$ cat src/hdl/psq_pkg.sv
package psq_pkg;

    localparam int unsigned CAPACITY_DEF       = 16;
    localparam int unsigned VALUE_WIDTH_DEF    = 32;
    localparam int unsigned PRIORITY_WIDTH_DEF = 8;

    // Operation codes on the request channel.
    localparam logic OP_PUSH = 1'b0;
    localparam logic OP_POP  = 1'b1;

    // Error codes reported with every result.
    typedef enum logic [1:0] {
        ERR_NONE  = 2'd0,
        ERR_FULL  = 2'd1,
        ERR_EMPTY = 2'd2
    } psq_err_t;

    // Command broadcast to every cell of the chain at once.
    typedef struct packed {
        logic push;
        logic pop;
    } psq_ctrl_t;

endpackage

$ cat src/hdl/psq_cell.sv
module psq_cell #(
    parameter int unsigned VALUE_WIDTH    = psq_pkg::VALUE_WIDTH_DEF,
    parameter int unsigned PRIORITY_WIDTH = psq_pkg::PRIORITY_WIDTH_DEF
) (
    input  logic                      aclk,
    input  psq_pkg::psq_ctrl_t        ctrl,
    input  logic                      occupied,
    input  logic [VALUE_WIDTH-1:0]    new_value,
    input  logic [PRIORITY_WIDTH-1:0] new_priority,
    input  logic                      left_beats,
    input  logic [VALUE_WIDTH-1:0]    left_value,
    input  logic [PRIORITY_WIDTH-1:0] left_priority,
    input  logic [VALUE_WIDTH-1:0]    right_value,
    input  logic [PRIORITY_WIDTH-1:0] right_priority,
    output logic                      beats,
    output logic [VALUE_WIDTH-1:0]    value,
    output logic [PRIORITY_WIDTH-1:0] priority_out
);

    logic [VALUE_WIDTH-1:0]    value_reg;
    logic [VALUE_WIDTH-1:0]    value_next;
    logic [PRIORITY_WIDTH-1:0] priority_reg;
    logic [PRIORITY_WIDTH-1:0] priority_next;

    // This cell stays in place on a push when it holds a strictly higher priority.
    assign beats = occupied && (priority_reg > new_priority);

    always_comb begin
        priority if (ctrl.pop) begin
            value_next    = right_value;
            priority_next = right_priority;
        end else if (ctrl.push && !beats) begin
            if (left_beats) begin
                value_next    = new_value;
                priority_next = new_priority;
            end else begin
                value_next    = left_value;
                priority_next = left_priority;
            end
        end else begin
            value_next    = value_reg;
            priority_next = priority_reg;
        end
    end

    always_ff @(posedge aclk) begin
        value_reg    <= value_next;
        priority_reg <= priority_next;
    end

    assign value        = value_reg;
    assign priority_out = priority_reg;

endmodule

$ cat src/hdl/priority_stack_queue.sv
// A request's result is registered and shows in the cycle after it is accepted.
// Throughput: one push or pop per cycle; every cell of the chain compares and
// shifts in parallel, so the request rate is limited only by the result handshake.
// Reset: synchronous, active low; it empties the queue and drops a pending result.
// Stored entries are not cleared; only slots below the count are ever shown.
module priority_stack_queue #(
    parameter int unsigned CAPACITY       = psq_pkg::CAPACITY_DEF,
    parameter int unsigned VALUE_WIDTH    = psq_pkg::VALUE_WIDTH_DEF,
    parameter int unsigned PRIORITY_WIDTH = psq_pkg::PRIORITY_WIDTH_DEF,
    localparam int unsigned COUNT_WIDTH   = $clog2(CAPACITY + 1)
) (
    input  logic                      aclk,
    input  logic                      aresetn,
    input  logic                      s_valid,
    output logic                      s_ready,
    input  logic                      s_opcode,
    input  logic [VALUE_WIDTH-1:0]    s_item_value,
    input  logic [PRIORITY_WIDTH-1:0] s_item_priority,
    output logic                      m_valid,
    input  logic                      m_ready,
    output logic [VALUE_WIDTH-1:0]    m_head_value,
    output logic [PRIORITY_WIDTH-1:0] m_head_priority,
    output logic [COUNT_WIDTH-1:0]    m_entry_count,
    output logic                      m_is_empty,
    output logic [1:0]                m_op_error
);

    // The queue is a row of cells, slot 0 being the head. On a push each cell
    // compares its priority with the new one; cells with a strictly higher
    // priority keep their entry, the first cell that does not takes the new
    // entry, and every cell after it takes its left neighbor's entry. A pop
    // moves every entry one cell toward the head. Occupancy of a cell follows
    // from the entry count, so no per-cell valid bit is needed.

    logic [COUNT_WIDTH-1:0] count_reg;
    logic [COUNT_WIDTH-1:0] count_next;
    logic                   out_valid_reg;
    logic                   out_valid_next;
    psq_pkg::psq_err_t      err_reg;
    psq_pkg::psq_err_t      err_next;

    logic                   accept;
    logic                   is_full;
    logic                   is_empty;
    psq_pkg::psq_ctrl_t     ctrl;

    logic [VALUE_WIDTH-1:0]    cell_value    [CAPACITY];
    logic [PRIORITY_WIDTH-1:0] cell_priority [CAPACITY];
    logic                      cell_beats    [CAPACITY];

    // The result register holds until taken; the state only moves when a new
    // request is accepted, which also frees the result register in that cycle.
    assign s_ready  = !out_valid_reg || m_ready;
    assign accept   = s_valid && s_ready;
    assign is_full  = (count_reg == COUNT_WIDTH'(CAPACITY));
    assign is_empty = (count_reg == '0);

    always_comb begin
        ctrl     = '0;
        err_next = err_reg;
        count_next = count_reg;
        if (accept) begin
            err_next = psq_pkg::ERR_NONE;
            unique case (s_opcode)
                psq_pkg::OP_PUSH: begin
                    if (is_full) begin
                        err_next = psq_pkg::ERR_FULL;
                    end else begin
                        ctrl.push  = 1'b1;
                        count_next = count_reg + 1'b1;
                    end
                end
                psq_pkg::OP_POP: begin
                    if (is_empty) begin
                        err_next = psq_pkg::ERR_EMPTY;
                    end else begin
                        ctrl.pop   = 1'b1;
                        count_next = count_reg - 1'b1;
                    end
                end
                default: begin
                    err_next = psq_pkg::ERR_NONE;
                end
            endcase
        end
    end

    always_comb begin
        out_valid_next = out_valid_reg;
        if (accept) begin
            out_valid_next = 1'b1;
        end else if (m_ready) begin
            out_valid_next = 1'b0;
        end
    end

    always_ff @(posedge aclk) begin
        if (!aresetn) begin
            count_reg     <= '0;
            out_valid_reg <= 1'b0;
            err_reg       <= psq_pkg::ERR_NONE;
        end else begin
            count_reg     <= count_next;
            out_valid_reg <= out_valid_next;
            err_reg       <= err_next;
        end
    end

    for (genvar i = 0; i < CAPACITY; i++) begin : g_cell
        logic                      left_beats;
        logic [VALUE_WIDTH-1:0]    left_value;
        logic [PRIORITY_WIDTH-1:0] left_priority;
        logic [VALUE_WIDTH-1:0]    right_value;
        logic [PRIORITY_WIDTH-1:0] right_priority;

        if (i == 0) begin : g_first
            // The head has nothing ahead of it, so it takes a new entry it does not beat.
            assign left_beats    = 1'b1;
            assign left_value    = s_item_value;
            assign left_priority = s_item_priority;
        end else begin : g_inner
            assign left_beats    = cell_beats[i-1];
            assign left_value    = cell_value[i-1];
            assign left_priority = cell_priority[i-1];
        end

        if (i == CAPACITY - 1) begin : g_last
            assign right_value    = '0;
            assign right_priority = '0;
        end else begin : g_body
            assign right_value    = cell_value[i+1];
            assign right_priority = cell_priority[i+1];
        end

        psq_cell #(
            .VALUE_WIDTH   (VALUE_WIDTH),
            .PRIORITY_WIDTH(PRIORITY_WIDTH)
        ) u_cell (
            .aclk          (aclk),
            .ctrl          (ctrl),
            .occupied      (count_reg > COUNT_WIDTH'(i)),
            .new_value     (s_item_value),
            .new_priority  (s_item_priority),
            .left_beats    (left_beats),
            .left_value    (left_value),
            .left_priority (left_priority),
            .right_value   (right_value),
            .right_priority(right_priority),
            .beats         (cell_beats[i]),
            .value         (cell_value[i]),
            .priority_out  (cell_priority[i])
        );
    end

    // The result is read straight from the head cell, the count and the error
    // register, which hold while the result waits.
    assign m_valid         = out_valid_reg;
    assign m_head_value    = is_empty ? '0 : cell_value[0];
    assign m_head_priority = is_empty ? '0 : cell_priority[0];
    assign m_entry_count   = count_reg;
    assign m_is_empty      = is_empty;
    assign m_op_error      = err_reg;

endmodule

$ cat config.mk
export PLATFORM = sky130hd
export DESIGN_NAME = priority_stack_queue
export DESIGN_NICKNAME = d
export VERILOG_FILES = /design/src/hdl/psq_pkg.sv /design/src/hdl/psq_cell.sv /design/src/hdl/priority_stack_queue.sv
export SDC_FILE = /design/constraint.sdc
export NUM_CORES = 2
export LEC_CHECK = 0
export ABC_AREA = 1
export BUFFER_PORTS_ARGS = -buffer_cell sky130_fd_sc_hd__buf_4
export CORE_ASPECT_RATIO = 0.8
export CORE_MARGIN = 2
export CORE_UTILIZATION = 50
export DETAILED_ROUTE_END_ITERATION = 8
export HOLD_SLACK_MARGIN = 0.12
export PLACE_DENSITY = 0.66
export SETUP_SLACK_MARGIN = 0.05
export SLEW_MARGIN = 20
export SYNTH_ARGS = -nofsm -noshare
export SYNTH_HDL_FRONTEND = slang
export SYNTH_HIERARCHICAL = 1
export SYNTH_SLANG_ARGS = --single-unit
export TNS_END_PERCENT = 20
$ cat constraint.sdc
create_clock -name aclk -period 5.2 [get_ports aclk]
set_clock_uncertainty 0.15 [all_clocks]
set_input_delay 0.26 -clock aclk [delete_from_list [all_inputs] [get_ports aclk]]
set_output_delay 0.26 -clock aclk [all_outputs]
set_load 0.01 [all_outputs]
After elaboration in Yosys (flattened, before gate mapping). Cells that the tools add are included.

Add/sub/neg operators: 2. Order comparisons: 32. Equality and inequality tests: 3. Multiplexer cells: 105. Bitwise gates (word level): 1. Reductions and logical operators: 69.

Operators with widths (number): 2-to-1 mux 32 bit (46); 2-to-1 mux 8 bit (46); > comparator 8 bit (16); > comparator 5 x 4 -> 1 bit, second input constant (8); logical AND 1 bit (33); nonzero test 2 bit (16); > comparator 5 x 3 -> 1 bit, second input constant (4); zero test 1 bit (17); > comparator 5 x 1 -> 1 bit, second input constant (2); > comparator 5 x 2 -> 1 bit, second input constant (2); 2-to-1 mux 5 bit (2); case mux 5 bit (2 select lines) (1); 2-to-1 mux 1 bit (7); adder 5 x 1 -> 5 bit, second input constant (1); equality test 5 bit, second input constant (1); zero test 5 bit (1); subtractor 5 x 1 -> 5 bit, second input constant (1); 2-to-1 mux 2 bit (2); inequality test 2 bit, second input constant (2); case mux 2 bit (2 select lines) (1); AND reduction 3 bit (1); logical OR 1 bit (1); NOT 1 bit (1).

Register bits after elaboration: 648. Input port bits: 45. Output and inout port bits: 50.

Longest topological paths before layout.
Depth after elaboration: 7. Mapped depth: 16.

Cells and area by module. The synthesis kept the hierarchy.

Modules (own cells, without submodules): psq_cell (times used 16, cells an instance 262, area each 2344.7 um2, seq. area each 1201.2 um2); priority_stack_queue (times used 1, cells an instance 197, area each 1054.8 um2, seq. area each 160.2 um2).

Least setup slack after synthesis. No wires, ideal clock.

Path kind: reg-to-reg. Start: register count_reg[0], in the netlist m_entry_count[0]. End: register g_cell[0].u_cell.priority_reg[0], enable pin. Setup time: 398 ps. Arrival time: 4017 ps. Data required time: 4652 ps. Setup slack: 635 ps. Stages on the path, launching flop included: 10. Clock period less this slack: 4565 ps. Path through: dfxtp_1 > inv_1 > ha_1 > nand2_2 > inv_1 > nor3_1 > buf_6 > inv_4 > buf_4 > nand2_1.

RTL lines: start, declared (line priority_stack_queue.sv:35) `logic [COUNT_WIDTH-1:0] count_reg;`; start signal, assigned (line priority_stack_queue.sv:103) `count_reg <= count_next;`; end signal, assigned (line psq_cell.sv:48) `priority_reg <= priority_next;`; end, declared (line psq_cell.sv:22) `logic [PRIORITY_WIDTH-1:0] priority_reg;`.

==> out/results.ini <==
[status]
outcome = finished clean

[drt]
drt_iter0_drc = 4024
drtAntennaViolNets = 0
dr_wl_met2_mm = 38.8
drtPass1Iterations = 5
m1WireLength_mm = 49.1
drc = 0
wl_met3_mm = 10.0
vias = 30224
highest_layer = met4
avgViaCountPerCell = 5.54
wl_per_cell_um = 18.2
finalWirelength_mm = 99.5

[critical_path]
ff2ff_path_depth = 10
crit_arrival_ns = 4.26
crit_required_ns = 5.29
critical_path_class = reg -> reg
rrSetupSlack_ns = 1.03
crit_path_end_kind = register
r2r_start = m_entry_count[0]
startpoint_type = register
cp_max_fo = 169
r2r-end = g_cell[0].u_cell/value[4]

[synth]
synth_area_mm2 = 0.0386
yosysWarnings = 6
syn_inst = 4388
syn_area_per_cell_um2 = 8.79

[timing]
setup_viol = 0
hold_violations = 0
maxSlewHeadroom_pct = 40.0
fin_tns_setup_ns = 0
slew_violations = 0
max_slew.worst_pin.slew_ns = 0.900
rsz0062_at_grt = no
finalCriticalPeriod_ns = 4.17
clock.fmax_ghz = 0.240
fin_crit_sh_pct = 80.3

[floorplanning]
dieWidth_um = 315
pin_count = 95
initial_core_util_pct = 50.3
design.die.area_mm2 = 0.0794
core_area_mm2 = 0.0767
rows = 91
die_y_um = 252

[place]
finalWeightedCongestion = 0.850
post-dp-hpwl_mm = 68.5
io_buffer_count = 94
placed_cells = 5294

[finish]
nNetsFinal = 4562
n_fill_cell = 7180
final_cells = 5458
drive_gt1_share_pct = 9.68
largest_reg_flops = 512
area_growth_pct = 6.08

[power]
vdd_drop_max_mv = 0.209
comb_power_share_pct = 25.7
p_per_area_mw_per_mm2 = 421
power.share.sequential_pct = 46.7
p_int_mw = 11.5
p_clk_share_pct = 27.6
power_switching_mw = 5.68
p_total_mw = 17.2
switching_share_pct = 33.0
leakagePower_nw = 17.1

[clocking]
cts_inserted_buffers = 69
clock_sinks = 648
htreeDepth = 3
cts_root_buffer = clkbuf_16
clock_path_buffers = 3
ctsResizeCount = 0
insertion_delay_ns = 0.61
cts_tree = done
cts.clk_slew.worst_paths_ns = 0.06

[global_routing]
grt_pass1_vias = 27525
grt_pass1_wl_mm = 158
grt_util_all_layers_pct = 24.6
antenna_found_initial = 0
grt_max_degree = 170
gr-total-overflow = 0

[worst_hold_path]
holdPathStages = 3
min_from = s_item_priority[3]
hp-class = in -> reg
min_to = g_cell[15].u_cell/priority_out[3]

[flow_run]
cap_violations = 0

final cells by class:
| type | instances | area, um^2 | area share [%] |
|---|---|---|---|
| Sequential cell | 648 | 19400 | 47.4 |
| Clock inverter | 31 | 215 | 0.526 |
| Timing Repair Buffer | 179 | 1480 | 3.63 |
| Clock buffer | 91 | 1890 | 4.63 |
| Tap cell | 1023 | 1280 | 3.13 |
| Multi-Input combinational cell | 3188 | 15400 | 37.7 |
| Inverter | 297 | 1230 | 3.02 |
| Antenna cell | 1 | 2.50 | 0.00612 |
metrics by stage:
| step | area (um^2) | util [%] | hold WS, ns | setup WS (ns) |
|---|---|---|---|---|
| floorplan | 38700 | - | 0.230 | 0.635 |
| global placement | 38400 | 50.0 | 0.336 | 1.16 |
| detailed placement | 38400 | 50.0 | 0.354 | 1.09 |
| CTS | 40900 | 53.3 | 0.165 | 1.09 |
| global route | 40900 | 53.3 | 0.200 | 0.802 |
| finish | 40900 | 53.3 | 0.194 | 1.03 |
cell usage in the layout (no fill, tap or decap), drive strengths merged, types with 11 or more instances in the layout:
cell / count
nand2: 935
inv: 282
clkinv: 43
a21o: 16
a21boi: 16
clkbuf: 91
nor2: 702
o21ai: 11
conb: 41
edfxtp: 640
dlygate4sd3: 41
buf: 138
a21oi: 1317
ha: 134
per-layer routing:
metal  GRT usage (%)  vias to the layer above
met5               0                        -
met4            4.87                        0
met3            3.27                      114
met2            32.6                     1449
met1            41.7                    13833
li1                -                    14828
power by group through the flow:
stage,registers [mW],clock network (mW),logic (mW)
final,8.05,4.76,4.42
after global placement,8.12,0,4.21
after global routing,8.14,5.03,5.02
after CTS,8.03,4.83,4.38
after detailed placement,8.12,0,4.34
after floorplan,7.78,0,3.70
what timing repair did:
item                       in CTS  in global routing
hold buffers                   41                  0
hold endpoints to repair      514                  0
setup endpoints to repair       0                  0
setup buffers                   0                  0
how the worst max path moves through the flow:
stage,from,endpoint,cells after the start
after floorplan,m_entry_count[0],g_cell[0].u_cell/priority_out[0],9
after global placement,m_entry_count[0],g_cell[0].u_cell/value[16],10
after detailed placement,m_entry_count[0],g_cell[0].u_cell/value[13],10
after CTS,m_entry_count[0],g_cell[0].u_cell/value[4],10
after global routing,m_entry_count[0],g_cell[0].u_cell/value[4],10
final,m_entry_count[0],g_cell[0].u_cell/value[4],10
worst max-delay path, cell delays in order, from the launching register on:
cell     delay [ns]
dfxtp_1        0.44
inv_1          0.17
ha_1           0.29
nand2_2        0.08
buf_4          0.38
inv_1          0.13
nor3_2         0.32
buf_12         0.55
inv_4          0.40
nand2_1        0.17
buf_4          0.46
Power figures use the tool's default switching activity.
